===== config.mk =====
export PLATFORM = sky130hd
export DESIGN_NAME = shc_granule_check
export DESIGN_NICKNAME = d
export VERILOG_FILES = /design/src/hdl/shc_pkg.sv /design/src/hdl/shc_granule_check.sv
export SDC_FILE = /design/constraint.sdc
export NUM_CORES = 1
export LEC_CHECK = 0
export ABC_AREA = 1
export BUFFER_PORTS_ARGS = -buffer_cell sky130_fd_sc_hd__buf_4
export CAP_MARGIN = 25
export CORE_MARGIN = 4
export CORE_UTILIZATION = 40
export DETAILED_ROUTE_END_ITERATION = 8
export PLACE_DENSITY = 0.68
export SLEW_MARGIN = 20
export SYNTH_ARGS = -nofsm -noshare
export SYNTH_HDL_FRONTEND = slang
export SYNTH_SLANG_ARGS = --single-unit

===== constraint.sdc =====
create_clock -name vclk -period 7.1
set_input_delay 1.065 -clock vclk [all_inputs]
set_output_delay 1.065 -clock vclk [all_outputs]
set_load 0.01 [all_outputs]

===== src/hdl/shc_pkg.sv =====
// Shared types, codes and constants of the shadow heap checker.
package shc_pkg;

   localparam int CMD_W    = 2;
   localparam int ADDR_W   = 32;
   localparam int SIZE_W   = 17;
   localparam int STATUS_W = 4;
   localparam int COUNT_W  = 32;

   localparam int ARENA_BYTES_DEF   = 65536;
   localparam int GRANULE_BYTES_DEF = 8;
   localparam int REDZONE_BYTES_DEF = 16;

   typedef enum logic [CMD_W-1:0] {
      CMD_ALLOC = 2'd0,
      CMD_FREE  = 2'd1,
      CMD_CHECK = 2'd2
   } cmd_type;

   typedef enum logic [STATUS_W-1:0] {
      ST_OK           = 4'd0,
      ST_IGNORED      = 4'd1,
      ST_NO_ROOM      = 4'd2,
      ST_UNDERFLOW    = 4'd3,
      ST_OVERFLOW     = 4'd4,
      ST_USE_AFTER    = 4'd5,
      ST_INVALID_FREE = 4'd6,
      ST_DOUBLE_FREE  = 4'd7,
      ST_NOT_OWNED    = 4'd8
   } status_type;

   typedef struct packed {
      logic              valid;
      logic              freed;
      logic [SIZE_W-1:0] size;
   } hdr_type;

   typedef enum logic [3:0] {
      S_CLEAR,
      S_IDLE,
      S_DECODE,
      S_AMARK,
      S_FRD,
      S_FEVAL,
      S_FMARK,
      S_CRD,
      S_CEVAL,
      S_RESP
   } state_type;

endpackage


===== src/hdl/shc_granule_check.sv =====
// Tests the bytes of one granule of an access against its shadow code.
module shc_granule_check
   import shc_pkg::*;
#(
   parameter int GRANULE_BYTES = GRANULE_BYTES_DEF,
   parameter int SPAN_W        = 20,
   parameter int CODE_W        = 4
) (
   input  logic [CODE_W-1:0] code,
   input  logic [SPAN_W-1:0] cur_byte,
   input  logic [SPAN_W-1:0] end_byte,
   output logic              fault,
   output status_type        fault_status,
   output logic [SPAN_W-1:0] fault_byte,
   output logic [SPAN_W-1:0] next_byte,
   output logic              last
);
   localparam int GSH = $clog2(GRANULE_BYTES);

   logic [SPAN_W-1:0] gstart;
   logic [SPAN_W-1:0] limit;
   logic [GSH-1:0]    pos;
   logic [GSH-1:0]    start_pos;

   always_comb begin
      gstart    = {cur_byte[SPAN_W-1:GSH], GSH'(0)};
      start_pos = cur_byte[GSH-1:0];
      limit     = end_byte - gstart;
      next_byte = gstart + SPAN_W'(GRANULE_BYTES);
      last      = (next_byte >= end_byte);
      pos       = start_pos;
      fault     = 1'b0;
      if (code == '0) begin
         fault = 1'b0;
      end else if (code < CODE_W'(GRANULE_BYTES)) begin
         // Partial granule: the first byte at or above the tail length faults.
         if (code[GSH-1:0] > start_pos) begin
            pos = code[GSH-1:0];
         end
         fault = (SPAN_W'(pos) < limit);
      end else begin
         fault = 1'b1;
      end
      fault_byte = gstart + SPAN_W'(pos);
      if (code == CODE_W'(GRANULE_BYTES)) begin
         fault_status = ST_UNDERFLOW;
      end else if (code == CODE_W'(GRANULE_BYTES + 2)) begin
         fault_status = ST_USE_AFTER;
      end else begin
         fault_status = ST_OVERFLOW;
      end
   end
endmodule


==> results.yml <==
outcome:
  status: "complete, no violations"
finish:
  fillerInstances: 598
  clkbuf_count: 0
  fin_cells: 563
  nFlopsAndLatches: 0
  layout_commonest_cell: "nand2_1"
  seq_area_um2: 0
  diodes: 0
  drive_gt1_share_pct: 20.8
  nNetsFinal: 577
  synthToLayoutAreaGrowth_pct: 25.4
  layout.cells.most_common_list: "122 x nand2_1, 102 x inv_1, 86 x buf_4"
drt:
  vias: 2566
  drt_first_pass_iters: 4
  viasPerCell: 4.56
  routed_wl_um: 5780
  drt_iter0_markers: 81
  drt_drc_violations_left: 0
  drtAntennaViolNets: 0
  wl_per_cell_um: 10.3
setup_path:
  start_kind: "input pin"
  critPathMaxStageDelay_ps: 300
  crit_top_cell: "nand3_2"
  startpoint: "cur_byte[4]"
  crit_path_end_kind: "output pin"
  cp_top_family: "simple AND/OR/NAND/NOR gates"
  crit_chain: "buf_4 -> ha_1 -> nand3_2 -> nor3_4 -> nand3_2 -> nor3_2 -> inv_2 -> nor2_2 -> nand3_2 -> xnor2_1 -> ha_1 -> nand2_1 -> inv_1 -> nand3_1 -> nor3_1 -> o2111ai_1 -> nand3_1 -> buf_4"
  arrival_ps: 3570
  required_ps: 6030
  critical_path_buf_inv_count: 4
  worstPathMaxFanout: 4
  cp_slowest_cell: "ha_1"
  worstSetupPathType: "in -> out"
placement:
  placed_cells: 563
  port_buffers: 86
  gp_congestion: 0.860
  dp_hpwl_um: 5310
sta:
  tns_ps: 0
  hold_viol_final: 0
  setup_viol: 0
  slew_violations: 0
  whs_ps: 2320
  rsz0062_at_grt: "no"
  min_period_ps: 4640
  fin_crit_sh_pct: 65.3
  fmax_mhz: 216
yosys:
  seq_area_frac_synth_pct: 0
  synth-warning-count: 0
  synth.top_cells.by_area: "ha_1 21%, nand2_1 20%, inv_1 17%"
  synthXorXnorAreaFrac_pct: 6.04
  synth_compound_area_share_pct: 8.26
  yosysUniqueCellTypes: 28
  synth_top_cell_by_area: "ha_1"
  synth_fa_ha_area_share_pct: 21.9
  synth_area_mm2: 0.00232
  synth_top_family_by_area: "simple AND/OR/NAND/NOR gates"
  synth.avg_cell_area_um2: 5.48
  synthMuxAreaShare_pct: 0
  netlist.area_leader.share_pct: 21.0
  synthSimpleGateAreaFrac_pct: 40.0
  syn_inst: 423
global_routing:
  grt_max_degree: 8
  grt_pass1_wl_um: 10300
  grt-ovfl-total: 0
  grt_usage_pct: 16.2
  grt_antenna_before_repair: 0
  grt_pass1_vias: 2451
pwr:
  cellLeakagePower_nw: 1.87
  powerDensity_mw_per_mm2: 68.3
  peakVddDrop_mv: 0.0295
min_path:
  holdPathStages: 2
  hp-class: "in -> out"
  whs_endpoint: "fault_byte[17]"
  min_from: "cur_byte[17]"
floorplanning:
  fp.dieH_um: 84.1
  dieArea_mm2: 0.00708
  fp.dieW_um: 84.1
  fp-row-count: 27
  ioPinCount: 90
  initial_core_util_pct: 41.6
  core_mm2: 0.00557
cts:
  cts_setup_buffers: 0
  cts_hold_buffers: 0
  cts-resized-gates: 0
flow_run:
  max_cap_violations: 0
## cells by family after synthesis
| family | after synthesis |
|---|---|
| adder cells (fa/ha/maj) | 40 |
| other | 1 |
| AO/OA/AOI/OAI | 36 |
| AND/OR/NAND/NOR | 205 |
| buffers and inverters | 125 |
| XOR/XNOR | 16 |
## metrics by stage
| stage | utilization [%] | setup WS (ps) | power, W | cell area [um^2] |
|---|---|---|---|---|
| floorplan | - | 2930 | 0.000134 | 2330 |
| global placement | 52.2 | 2550 | 0.000197 | 2910 |
| detailed placement | 52.2 | 2460 | 0.000199 | 2910 |
| CTS | 52.2 | 2450 | 0.000200 | 2910 |
| global route | 52.2 | 2200 | 0.000229 | 2910 |
| finish | 52.2 | 2460 | 0.000198 | 2910 |
## per-layer routing
layer | up-vias | part of all wire, % | global-route usage (%)
li1 | 1422 | - | -
met1 | 1076 | 50 | 23.6
met2 | 64 | 44 | 27.3
met3 | 4 | 5.5 | 1.37
met4 | 0 | 0.55 | 0.877
met5 | - | 0 | 0
## how the worst max path moves through the flow
stage	endpoint	slack, ps	depth (start not counted)
global route	last	2200	18
global placement	last	2550	18
floorplan	last	2930	16
detailed placement	last	2460	18
finish	last	2460	18
CTS	last	2450	18
## synth_stat cells, drive strengths merged
cell type / count
nand2: 122
and2: 1
a21oi: 23
o31ai: 1
buf: 21
a31oi: 1
nand3: 31
nand4: 3
nor4: 1
o2111ai: 1
nand3b: 6
inv: 104
conb: 1
nor3: 10
xnor2: 2
ha: 39
nor2: 29
fa: 1
or2: 2
o311ai: 1
o21ai: 9
xor2: 14
## report_power, final
group	total (W)	internal (W)	switching, W
Sequential	0	0	0
Combinational	0.000198	0.0000859	0.000113
Clock	0	0	0
Total	0.000198	0.0000859	0.000113
## layout make-up
| type | instances | area [um^2] | share of cell area [%] |
|---|---|---|---|
| repair buffers | 86 | 646 | 22.2 |
| well taps | 72 | 90.1 | 3.10 |
| inverters | 104 | 390 | 13.4 |
| multi-input cells | 301 | 1780 | 61.3 |
(Power assumes the default switching activity.)
